==> config.mk <==
export PLATFORM = sky130hd
export DESIGN_NAME = source_char_lexer
export DESIGN_NICKNAME = d
export VERILOG_FILES = /design/src/scl_pkg.sv /design/src/scl_front.sv /design/src/scl_queue.sv /design/src/scl_back.sv /design/src/source_char_lexer.sv
export SDC_FILE = /design/constraint.sdc
export NUM_CORES = 1
export LEC_CHECK = 0
export ABC_AREA = 1
export BUFFER_PORTS_ARGS = -buffer_cell sky130_fd_sc_hd__clkbuf_2
export CORE_MARGIN = 3
export CORE_UTILIZATION = 29
export DETAILED_ROUTE_END_ITERATION = 8
export GPL_ROUTABILITY_DRIVEN = 0
export PLACE_DENSITY_LB_ADDON = 0.08
export SLEW_MARGIN = 10
export SYNTH_ARGS = -nofsm -noshare
export SYNTH_HDL_FRONTEND = slang
export SYNTH_SLANG_ARGS = --single-unit
==> constraint.sdc <==
create_clock -name i_clk -period 7.1 [get_ports i_clk]
set_input_delay 0.71 -clock i_clk [delete_from_list [all_inputs] [get_ports i_clk]]
set_output_delay 0.71 -clock i_clk [all_outputs]
set_load 0.01 [all_outputs]
==> src/scl_pkg.sv <==
`timescale 1ns / 1ps
// Shared types, constants and keyword tables of the source character lexer.
package scl_pkg;

    // Depth of the token-job queue between front and back
    localparam int QUEUE_DEPTH = 4;

    localparam int KW_COUNT = 4;

    // Token kinds
    localparam logic [3:0] KIND_IDENT  = 4'd0;
    localparam logic [3:0] KIND_STAR   = 4'd1;
    localparam logic [3:0] KIND_COLON  = 4'd2;
    localparam logic [3:0] KIND_EQUAL  = 4'd3;
    localparam logic [3:0] KIND_LBRACE = 4'd4;
    localparam logic [3:0] KIND_LPAREN = 4'd5;
    localparam logic [3:0] KIND_MINUS  = 4'd6;
    localparam logic [3:0] KIND_PLUS   = 4'd7;
    localparam logic [3:0] KIND_RBRACE = 4'd8;
    localparam logic [3:0] KIND_RPAREN = 4'd9;
    localparam logic [3:0] KIND_SEMI   = 4'd10;
    localparam logic [3:0] KIND_SLASH  = 4'd11;
    localparam logic [3:0] KIND_FN     = 4'd12;
    localparam logic [3:0] KIND_PUB    = 4'd13;
    localparam logic [3:0] KIND_RETURN = 4'd14;
    localparam logic [3:0] KIND_VAR    = 4'd15;

    // Result status codes
    localparam logic STATUS_OK    = 1'b0;
    localparam logic STATUS_ERROR = 1'b1;

    // Saturation point of the identifier length
    localparam logic [2:0] LEN_MAX = 3'd7;

    // Keyword lengths, in keyword order fn, pub, return, var
    localparam logic [2:0] KW_LEN [KW_COUNT] = '{3'd2, 3'd3, 3'd6, 3'd3};
    localparam logic [3:0] KW_KIND [KW_COUNT] = '{KIND_FN, KIND_PUB, KIND_RETURN, KIND_VAR};

    typedef struct packed {
        logic [7:0] char_code;
        logic       end_of_input;
    } t_in_beat;

    typedef struct packed {
        logic [3:0] token_kind;
        logic       status;
        logic       last_of_run;
    } t_out_beat;

    // All tokens caused by one input character
    typedef struct packed {
        logic      two;
        t_out_beat first;
        t_out_beat second;
    } t_job;

    typedef struct packed {
        logic push;
        t_job job;
    } t_push;

    // Character of keyword idx at position pos, zero past its end
    function automatic logic [7:0] kw_char(input logic [1:0] idx, input logic [2:0] pos);
        logic [7:0] ch;
        ch = 8'h00;
        case ({idx, pos})
            {2'd0, 3'd0}: ch = "f";
            {2'd0, 3'd1}: ch = "n";
            {2'd1, 3'd0}: ch = "p";
            {2'd1, 3'd1}: ch = "u";
            {2'd1, 3'd2}: ch = "b";
            {2'd2, 3'd0}: ch = "r";
            {2'd2, 3'd1}: ch = "e";
            {2'd2, 3'd2}: ch = "t";
            {2'd2, 3'd3}: ch = "u";
            {2'd2, 3'd4}: ch = "r";
            {2'd2, 3'd5}: ch = "n";
            {2'd3, 3'd0}: ch = "v";
            {2'd3, 3'd1}: ch = "a";
            {2'd3, 3'd2}: ch = "r";
            default:      ch = 8'h00;
        endcase
        return ch;
    endfunction

    // Punctuation kind, KIND_IDENT when not punctuation
    function automatic logic [3:0] punct_kind(input logic [7:0] c);
        logic [3:0] k;
        k = KIND_IDENT;
        case (c)
            "*":     k = KIND_STAR;
            ":":     k = KIND_COLON;
            "=":     k = KIND_EQUAL;
            "{":     k = KIND_LBRACE;
            "(":     k = KIND_LPAREN;
            "-":     k = KIND_MINUS;
            "+":     k = KIND_PLUS;
            "}":     k = KIND_RBRACE;
            ")":     k = KIND_RPAREN;
            ";":     k = KIND_SEMI;
            "/":     k = KIND_SLASH;
            default: k = KIND_IDENT;
        endcase
        return k;
    endfunction

    // Narrow the keyword candidates by one more character
    function automatic logic [KW_COUNT-1:0] kw_keep(input logic [KW_COUNT-1:0] cand,
                                                    input logic [2:0] len,
                                                    input logic [7:0] c);
        logic [KW_COUNT-1:0] keep;
        keep = '0;
        for (int i = 0; i < KW_COUNT; i++) begin
            keep[i] = cand[i] && (len < KW_LEN[i]) && (kw_char(2'(i), len) == c);
        end
        return keep;
    endfunction

    // Kind of a closed identifier: first keyword that matches fully
    function automatic logic [3:0] close_kind(input logic [KW_COUNT-1:0] cand,
                                              input logic [2:0] len);
        logic [3:0] k;
        k = KIND_IDENT;
        for (int i = KW_COUNT - 1; i >= 0; i--) begin
            if (cand[i] && len == KW_LEN[i]) begin
                k = KW_KIND[i];
            end
        end
        return k;
    endfunction

endpackage

==> src/scl_front.sv <==
`timescale 1ns / 1ps
// Front end: accepts characters, tracks lexer state and builds token jobs.
module scl_front (
    input  logic              i_clk,
    input  logic              i_rst_n,
    input  logic              i_in_valid,
    output logic              o_in_stall,
    input  scl_pkg::t_in_beat i_in,
    input  logic              i_full,
    output scl_pkg::t_push    o_push
);

    localparam logic [1:0] MODE_BEGIN = 2'd0;
    localparam logic [1:0] MODE_IDENT = 2'd1;
    localparam logic [1:0] MODE_STOP  = 2'd2;

    logic [1:0]                   r_mode, n_mode;
    logic [scl_pkg::KW_COUNT-1:0] r_cand, n_cand;
    logic [2:0]                   r_len, n_len;

    logic       w_accept;
    logic [7:0] w_c;
    logic [3:0] w_pk;
    logic       w_letter, w_digit, w_space, w_known;
    logic [scl_pkg::KW_COUNT-1:0] w_take_cand, w_cand_src;
    logic [2:0] w_take_len, w_len_src;
    logic [1:0] w_cnt;
    logic [3:0] w_kind0, w_kind1;
    logic       w_status0;

    assign o_in_stall = i_full;
    assign w_accept   = i_in_valid && !i_full;

    // Classify the character
    assign w_c      = i_in.char_code;
    assign w_pk     = scl_pkg::punct_kind(w_c);
    assign w_letter = (w_c >= "a" && w_c <= "z") || (w_c >= "A" && w_c <= "Z");
    assign w_digit  = (w_c >= "0" && w_c <= "9");
    assign w_space  = (w_c == " ") || (w_c == 8'h0D) || (w_c == 8'h0A);
    assign w_known  = w_letter || w_digit || w_space || (w_pk != scl_pkg::KIND_IDENT);

    // Take one identifier character; a fresh identifier starts from all candidates
    assign w_cand_src  = (r_mode == MODE_BEGIN) ? '1 : r_cand;
    assign w_len_src   = (r_mode == MODE_BEGIN) ? 3'd0 : r_len;
    assign w_take_cand = scl_pkg::kw_keep(w_cand_src, w_len_src, w_c);
    assign w_take_len  = (w_len_src < scl_pkg::LEN_MAX) ? w_len_src + 3'd1 : w_len_src;

    // Work out next state and the tokens of this character
    always_comb begin
        n_mode    = r_mode;
        n_cand    = r_cand;
        n_len     = r_len;
        w_cnt     = 2'd0;
        w_kind0   = scl_pkg::KIND_IDENT;
        w_kind1   = scl_pkg::KIND_IDENT;
        w_status0 = scl_pkg::STATUS_OK;
        if (r_mode == MODE_BEGIN || r_mode == MODE_IDENT) begin
            if (!w_known) begin
                w_cnt     = 2'd1;
                w_status0 = scl_pkg::STATUS_ERROR;
                n_mode    = MODE_STOP;
                n_cand    = '0;
                n_len     = 3'd0;
            end else begin
                if (r_mode == MODE_BEGIN) begin
                    if (w_pk != scl_pkg::KIND_IDENT) begin
                        w_cnt   = 2'd1;
                        w_kind0 = w_pk;
                    end else if (w_letter) begin
                        n_cand = w_take_cand;
                        n_len  = w_take_len;
                        n_mode = MODE_IDENT;
                    end
                end else begin
                    if (w_letter || w_digit) begin
                        n_cand = w_take_cand;
                        n_len  = w_take_len;
                    end else begin
                        w_cnt   = 2'd1;
                        w_kind0 = scl_pkg::close_kind(r_cand, r_len);
                        if (w_pk != scl_pkg::KIND_IDENT) begin
                            w_cnt   = 2'd2;
                            w_kind1 = w_pk;
                        end
                        n_mode = MODE_BEGIN;
                    end
                end
                // Flush a pending identifier at end of input
                if (i_in.end_of_input && n_mode == MODE_IDENT) begin
                    w_cnt   = 2'd1;
                    w_kind0 = scl_pkg::close_kind(n_cand, n_len);
                    n_mode  = MODE_BEGIN;
                end
            end
        end
    end

    // Pack the job for the queue
    always_comb begin
        o_push.push                   = w_accept && (w_cnt != 2'd0);
        o_push.job.two                = (w_cnt == 2'd2);
        o_push.job.first.token_kind   = w_kind0;
        o_push.job.first.status       = w_status0;
        o_push.job.first.last_of_run  = (w_cnt != 2'd2);
        o_push.job.second.token_kind  = w_kind1;
        o_push.job.second.status      = scl_pkg::STATUS_OK;
        o_push.job.second.last_of_run = 1'b1;
    end

    // Advance lexer state on each accepted beat
    always_ff @(posedge i_clk) begin
        if (!i_rst_n) begin
            r_mode <= MODE_BEGIN;
            r_cand <= '0;
            r_len  <= 3'd0;
        end else if (w_accept) begin
            r_mode <= n_mode;
            r_cand <= n_cand;
            r_len  <= n_len;
        end
    end

endmodule

==> src/scl_queue.sv <==
`timescale 1ns / 1ps
// Short queue of token jobs between the front and back ends.
module scl_queue #(
    parameter int DEPTH = scl_pkg::QUEUE_DEPTH
) (
    input  logic           i_clk,
    input  logic           i_rst_n,
    input  scl_pkg::t_push i_push,
    input  logic           i_pop,
    output logic           o_full,
    output logic           o_empty,
    output scl_pkg::t_job  o_job
);

    localparam int PW = (DEPTH > 1) ? $clog2(DEPTH) : 1;
    localparam int CW = $clog2(DEPTH + 1);

    scl_pkg::t_job r_mem [DEPTH];
    logic [PW-1:0] r_wr_ptr, r_rd_ptr;
    logic [CW-1:0] r_count;

    assign o_full  = (r_count == CW'(DEPTH));
    assign o_empty = (r_count == '0);
    assign o_job   = r_mem[r_rd_ptr];

    // Store pushed jobs
    always_ff @(posedge i_clk) begin
        if (i_push.push) begin
            r_mem[r_wr_ptr] <= i_push.job;
        end
    end

    // Advance pointers and count
    always_ff @(posedge i_clk) begin
        if (!i_rst_n) begin
            r_wr_ptr <= '0;
            r_rd_ptr <= '0;
            r_count  <= '0;
        end else begin
            if (i_push.push) begin
                r_wr_ptr <= (r_wr_ptr == PW'(DEPTH - 1)) ? '0 : r_wr_ptr + 1'b1;
            end
            if (i_pop) begin
                r_rd_ptr <= (r_rd_ptr == PW'(DEPTH - 1)) ? '0 : r_rd_ptr + 1'b1;
            end
            if (i_push.push && !i_pop) begin
                r_count <= r_count + 1'b1;
            end else if (i_pop && !i_push.push) begin
                r_count <= r_count - 1'b1;
            end
        end
    end

endmodule

==> src/scl_back.sv <==
`timescale 1ns / 1ps
// Back end: splits token jobs into single output beats behind an output register.
module scl_back (
    input  logic               i_clk,
    input  logic               i_rst_n,
    input  logic               i_empty,
    input  scl_pkg::t_job      i_job,
    output logic               o_pop,
    output logic               o_out_valid,
    input  logic               i_out_stall,
    output scl_pkg::t_out_beat o_out
);

    logic               r_out_valid;
    scl_pkg::t_out_beat r_out;
    logic               r_pend_valid;
    scl_pkg::t_out_beat r_pend;
    logic               w_free;

    assign w_free      = !r_out_valid || !i_out_stall;
    assign o_pop       = w_free && !r_pend_valid && !i_empty;
    assign o_out_valid = r_out_valid;
    assign o_out       = r_out;

    // Load the output register from the pending beat first, then the queue
    always_ff @(posedge i_clk) begin
        if (!i_rst_n) begin
            r_out_valid  <= 1'b0;
            r_pend_valid <= 1'b0;
        end else if (w_free) begin
            if (r_pend_valid) begin
                r_out_valid  <= 1'b1;
                r_pend_valid <= 1'b0;
            end else begin
                r_out_valid  <= !i_empty;
                r_pend_valid <= !i_empty && i_job.two;
            end
        end
    end

    // Payload, no reset
    always_ff @(posedge i_clk) begin
        if (w_free) begin
            if (r_pend_valid) begin
                r_out <= r_pend;
            end else begin
                r_out  <= i_job.first;
                r_pend <= i_job.second;
            end
        end
    end

endmodule

==> src/source_char_lexer.sv <==
`timescale 1ns / 1ps
// Top level of the source character lexer: front end, job queue, back end.
// A token reaches the output register by way of the job queue after its character is accepted.
// Throughput: one character per cycle while the job queue is not full; the output gives
// one token per unstalled cycle, and an identifier closed by punctuation gives two tokens.
// Input stalls only while the job queue is full.
// Reset (i_rst_n low, synchronous) returns the lexer to begin mode and empties the queue.
module source_char_lexer #(
    parameter int QUEUE_DEPTH = scl_pkg::QUEUE_DEPTH
) (
    input  logic               i_clk,
    input  logic               i_rst_n,
    input  logic               i_in_valid,
    output logic               o_in_stall,
    input  scl_pkg::t_in_beat  i_in,
    output logic               o_out_valid,
    input  logic               i_out_stall,
    output scl_pkg::t_out_beat o_out
);

    scl_pkg::t_push w_push;
    scl_pkg::t_job  w_job;
    logic           w_full, w_empty, w_pop;

    scl_front u_front (
        .i_clk      (i_clk),
        .i_rst_n    (i_rst_n),
        .i_in_valid (i_in_valid),
        .o_in_stall (o_in_stall),
        .i_in       (i_in),
        .i_full     (w_full),
        .o_push     (w_push)
    );

    scl_queue #(
        .DEPTH (QUEUE_DEPTH)
    ) u_queue (
        .i_clk   (i_clk),
        .i_rst_n (i_rst_n),
        .i_push  (w_push),
        .i_pop   (w_pop),
        .o_full  (w_full),
        .o_empty (w_empty),
        .o_job   (w_job)
    );

    scl_back u_back (
        .i_clk       (i_clk),
        .i_rst_n     (i_rst_n),
        .i_empty     (w_empty),
        .i_job       (w_job),
        .o_pop       (w_pop),
        .o_out_valid (o_out_valid),
        .i_out_stall (i_out_stall),
        .o_out       (o_out)
    );

    // Never push into a full queue
    a_no_overflow: assert property (@(posedge i_clk) disable iff (!i_rst_n)
        !(w_push.push && w_full))
        else $error("job pushed into full queue");

    // Never pop an empty queue
    a_no_underflow: assert property (@(posedge i_clk) disable iff (!i_rst_n)
        w_pop |-> !w_empty)
        else $error("job popped from empty queue");

    // An error beat closes its run and carries the identifier kind
    a_error_beat: assert property (@(posedge i_clk) disable iff (!i_rst_n)
        (o_out_valid && o_out.status == scl_pkg::STATUS_ERROR) |->
        (o_out.last_of_run && o_out.token_kind == scl_pkg::KIND_IDENT))
        else $error("malformed error beat");

    // A two-token job pushes a punctuation kind second
    a_second_punct: assert property (@(posedge i_clk) disable iff (!i_rst_n)
        (w_push.push && w_push.job.two) |->
        (w_push.job.second.token_kind != scl_pkg::KIND_IDENT &&
         !w_push.job.first.last_of_run))
        else $error("bad two-token job");

endmodule
* Word level (Yosys, flattened, before mapping) *
Memories as Yosys holds them, arrays and structs flattened. A register that Yosys moved wholly into a read port is not among the register bits.
Cells that the tools add are included.

storage, ports and cells
  register bits after elaboration = 30
  RAM bits = 44
  bits of input ports = 13
  output and inout port bits = 8
  logic and storage cells = 186
  memories = 1

cells by class
  add/sub/neg operators = 5
  $lt $le $gt $ge = 10
  eq/ne operators = 36
  multiplexer cells = 68
  bitwise logic cells = 1
  reductions and logical operators = 51

memory list
  memory         depth  bits a word  read ports  clocked after memory_dff  write ports  RTL line         RTL
  u_queue.r_mem  4      11           1           1                         1            scl_queue.sv:18  scl_pkg::t_job r_mem [DEPTH];

operators with widths
  kind                                                                count
  two-way mux 4 bit                                                   26
  equality test 8 x 6 -> 1 bit (second input constant)                10
  case mux 4 bit (11 select lines)                                    1
  case mux 7 bit (3 select lines)                                     2
  two-way mux 2 bit                                                   18
  case mux 7 bit (5 select lines)                                     1
  two-way mux 3 bit                                                   11
  equality test 7 x 8 -> 1 bit                                        4
  logical AND 1 bit                                                   27
  equality test 3 x 2 -> 1 bit (second input constant)                6
  equality test 8 x 4 -> 1 bit (second input constant)                2
  equality test 8 x 7 -> 1 bit (second input constant)                2
  greater-or-equal comparator 8 x 7 -> 1 bit (second input constant)  2
  less-or-equal comparator 8 x 7 -> 1 bit (second input constant)     2
  equality test 3 bit (second input constant)                         5
  case mux 7 bit (2 select lines)                                     1
  greater-or-equal comparator 8 x 6 -> 1 bit (second input constant)  1
  less-or-equal comparator 8 x 6 -> 1 bit (second input constant)     1
  logical OR 1 bit                                                    8
  zero test 1 bit                                                     7
  two-way mux 1 bit                                                   7
  adder 3 x 1 -> 3 bit (second input constant)                        2
  equality test 2 bit (second input constant)                         3
  zero test 3 bit                                                     2
  other kinds (14)                                                    20

* Depth between registers and ports, before layout *
  depth in word-level cells = 20
  gate-level depth with buffers = 24
  depth with buffers taken out = 23

* Modules after synthesis *
A second synthesis with hierarchy kept.

second synthesis, totals
  cells, all modules = 531
  area total of the unflattened synthesis = 4595.7 sq um

by module, submodules not included
  module     instances  cells an instance  area an instance (sq um)  sequential area each (sq um)
  scl_queue  1          185                2433.6                    1741.7
  scl_front  1          301                1637.8                    180.2
  scl_back   1          45                 524.3                     400.4

* Worst setup path after synthesis *
Ideal clock, no wire load.

  kind = input-to-reg
  start = input i_in[4] (netlist name)
  end = register u_queue.r_count[2]
  library setup time = 0.070 ns
  arrival = 2.961 ns
  data required time = 7.030 ns
  slack = 4.069 ns
  stages = 20
  buffers on the path = 1
  cells stage by stage = buf_2 > nor2_1 > nand2_1 > nand2_1 > nand2_2 > nand2_4 > nand2_4 > nor2_1 > nand3_1 > nand2_2 > nand2_2 > inv_1 > ha_1 > inv_1 > fa_1 > nor2_1 > nor2_1 > nand2_1 > o21ai_0 > a21oi_1

RTL lines
  what                  RTL line                 RTL
  start, declared       source_char_lexer.sv:15  input scl_pkg::t_in_beat i_in,
  end signal, assigned  scl_queue.sv:47          r_count <= r_count + 1'b1;
  end signal, assigned  scl_queue.sv:49          r_count <= r_count - 1'b1;
  end, declared         scl_queue.sv:20          logic [CW-1:0] r_count;

==> impl_metrics.csv <==
group,metric,value,unit
run_status,status,"completed",
finish,drive_gt1_share,16.2,%
route,post_drt_wl_per_cell,14.6,µm
logic_synthesis,synthCells,523,
logic_synthesis,synth_seq_cells,74,
cts,root_buffer,"clkbuf_16",
global_routing,grt_max_degree,24,
logic_synthesis,netlist_area,4270,µm²
cts,tritoncts,"done",
place,place_ws,3.60,ns
die,dieWidth,127,µm
worst_setup_path,reg2reg_depth,15,
finish,multi_input_area,1920,µm²
route,vias_per_cell,4.74,
die,rows,43,
finish,insertedDiodeCount,0,
sta,period_needed,3.30,ns
place,dp_cells,713,
logic_synthesis,yosysSeqAreaShare,47.4,%
global_routing,grt.met3_usage,3.89,%
cts,cts_setup_buffers,0,
cts,cts_resized,0,
sta,worst_slew_pin_slew,0.841,ns
sta,setup_viol,0,
logic_synthesis,synthFlopType,"edfxtp_1",
worst_setup_path,crit_type,"flip-flop to flip-flop",
finish,regArea,2020,µm²
die,start_util,30.2,%
place,numPortBuffers,20,
cts,clk_latency,0.34,ns
worst_setup_path,cp_common_cell,"nand2_1",
pwr,pwr-share-seq,43.3,%
finish,nets,568,
worst_setup_path,path_max_fanout,14,
global_routing,grt_pass1_wl,17500,µm
global_routing,grt_pass1_vias,3373,
global_routing,antenna_found_initial,0,
pwr,p_per_area,297,nW/µm²
finish,area_delta_synth_final,13.4,%
route,antenna_left,0,
logic_synthesis,synth.largest_area_cell,"edfxtp_1",
pwr,switchingPower,479,µW
logic_synthesis,yosys.area_share.xor_xnor,0.205,%
sta,fin_ws,3.80,ns
cts,cts_buffer_depth,2,
cts,cts_buffers,9,
worst_setup_path,worstPathArrival,3.39,ns
logic_synthesis,synth_top_cells_by_area,"edfxtp_1, nand2_1, dfxtp_1, nor2_1, inv_1",
logic_synthesis,synth_compound_area_share,11.8,%
pwr,pwr-share-comb,25.4,%
die,die_y,127,µm
sta,fin_crit_sh,46.5,%
logic_synthesis,synth_simple_gate_area_share,29.7,%
route,vias,3452,
die,io_pins,21,
logic_synthesis,synth-adder-area-share,3.40,%
sta,finalSetupTns,0,ns
logic_synthesis,synth_top_family_by_area,"simple AND/OR/NAND/NOR gates",
cts,hold_buffers,0,
logic_synthesis,yosysWarnings,0,
worst_setup_path,cp-start-kind,"flip-flop",
logic_synthesis,yosysMostFrequentCell,"nand2_1",
route,drt_iter0_drc,183,
route,routed_wl,10600,µm
place,dp_hpwl,7870,µm
worst_setup_path,slowest_stage,"dfxtp_1",
die,design.core.area,14100,µm²
worst_setup_path,crit_chain,"inv_1 > nand2_4 > nand2_1 > ha_1 > nand2_4 > nand3_2 > nand2_1 > inv_1 > nor2_1 > nand3_1 > nand2_1 > nand3_1 > nand2_1 > nand2_1 > a21oi_1",
sta,slew_viol_final,0,
min_path,worstHoldPathCells,2,
pwr,p_leak,1.99,nW
logic_synthesis,ys_async_sr_fraction,0,%
pwr,vdd_drop_max,111,µV
cts,clock_sinks,74,
worst_setup_path,crit_required,7.20,ns
logic_synthesis,synthTopCellsByCount,"nand2_1, nor2_1, edfxtp_1, inv_1, o21ai_0",
logic_synthesis,synth_top_area_share,38.0,%
logic_synthesis,muxShareOfSynthArea,0,%
logic_synthesis,synth_cell_types,40,
min_path,holdCritPathClass,"flip-flop to flip-flop",
global_routing,top_usage_layer,"met2",
global_routing,grt_util_met1,17.0,%
cts,htreeDepth,3,
pwr,p_sw_share,33.4,%
pwr,clkPwrFrac,31.3,%
logic_synthesis,postSynthAreaPerCell,8.16,µm²
sta,hold_viol,0,
global_routing,gr-total-overflow,0,
worst_setup_path,max_stage_delay,0.64,ns
pwr,p_int,957,µW
logic_synthesis,syn_nets,547,
logic_synthesis,synth-edff-count,54,
global_routing,track_usage,13.9,%
worst_setup_path,crit_path_end_kind,"flip-flop",
sta,fmax,0.303,GHz
flow_run,cap_violations,0,
sta,rsz0062_at_grt,"no",
sta,fin_skew,0.00812,ns
route,drc,0,
sta,slew_headroom,43.8,%
cts,clk_pin_slew,0.06,ns
global_routing,grtUsageMet2,23.6,%
route,firstDrtPassIters,5,
finish,final_cells,729,
die,die_area,16200,µm²
finish,nFillCells,1459,
## cell type report
| cell class | count | share of cell area [%] |
|---|---|---|
| Sequential cell | 74 | 41.8 |
| Multi-Input combinational cell | 369 | 39.7 |
| Inverter | 66 | 5.12 |
| Clock buffer | 10 | 4.73 |
| Tap cell | 180 | 4.65 |
| Timing Repair Buffer | 24 | 2.69 |
| Clock inverter | 6 | 1.34 |
## worst max-delay path: cells and delay by family, from the launching register on
family | cells | cell delay [ns]
AOI/OAI and AO/OA | 1 | 0.36
buffers and inverters | 2 | 0.26
and+or+nand+nor | 11 | 1.48
adders and majority gates | 1 | 0.32
DFF | 1 | 0.64
## cell usage in the layout (no fill, tap or decap), types with 10 or more instances in the layout
cell	instances
ha_1	10
a21oi_1	18
nand3_1	35
nor2_1	81
dfxtp_1	20
nand2_1	108
edfxtp_1	54
o21ai_0	37
clkbuf_2	20
inv_1	54
nand2_2	10
## state kept, by name (all words and copies together), names as in the netlist, named ones only
signal,flops
u_back.o_out,6
u_back.r_pend,4
u_front.r_mode,2
u_queue.r_rd_ptr,2
u_back.r_pend_valid,1
u_queue.r_wr_ptr,2
u_queue.r_count,3
u_queue.r_mem,44
u_front.r_len,3
u_front.r_cand,4
u_back.o_out_valid,1
## worst paths after layout
path / from / endpoint / slack, ns
setup reg to reg: u_front.r_mode[1] / u_queue.r_mem[2][8] / 3.80
hold / removal: u_front.r_cand[0] / u_front.r_cand[0] / 0.49
hold reg to reg: u_front.r_cand[0] / u_front.r_cand[0] / 0.49
setup / recovery: u_front.r_mode[1] / u_queue.r_mem[2][8] / 3.80
## routing by layer
| metal | wire length [µm] | part of all wire, % |
|---|---|---|
| met4 | 215 | 2.0 |
| met3 | 310 | 2.9 |
| met5 | 0 | 0 |
| met1 | 4890 | 46 |
| met2 | 5230 | 49 |
## power by group through the flow
stage | Combinational, mW | Clock (mW) | Sequential (mW)
floorplan | 0.277 | 0 | 0.606
global placement | 0.373 | 0 | 0.635
detailed placement | 0.374 | 0 | 0.634
CTS | 0.375 | 0.465 | 0.626
global route | 0.425 | 0.486 | 0.634
finish | 0.364 | 0.450 | 0.622
## per-stage QoR
step | hold WS [ns] | utilization (%) | total power [mW] | cell area [µm²]
4_1_cts | 0.488 | 34.2 | 1.47 | 4840
2_1_floorplan | 0.457 | - | 0.884 | 4270
5_1_grt | 0.521 | 34.2 | 1.55 | 4840
3_5_place_dp | 0.478 | 32.1 | 1.01 | 4550
3_3_place_gp | 0.470 | 32.1 | 1.01 | 4550
6_report | 0.487 | 34.2 | 1.44 | 4840
## logic make-up after synthesis
| kind of cell | after synthesis |
|---|---|
| DFF | 74 |
| xor gates and xnor gates | 1 |
| adders and majority gates | 11 |
| buffers and inverters | 80 |
| AOI/OAI and AO/OA | 83 |
| and+or+nand+nor | 274 |
Note: power is estimated with default switching activity, not from simulation.
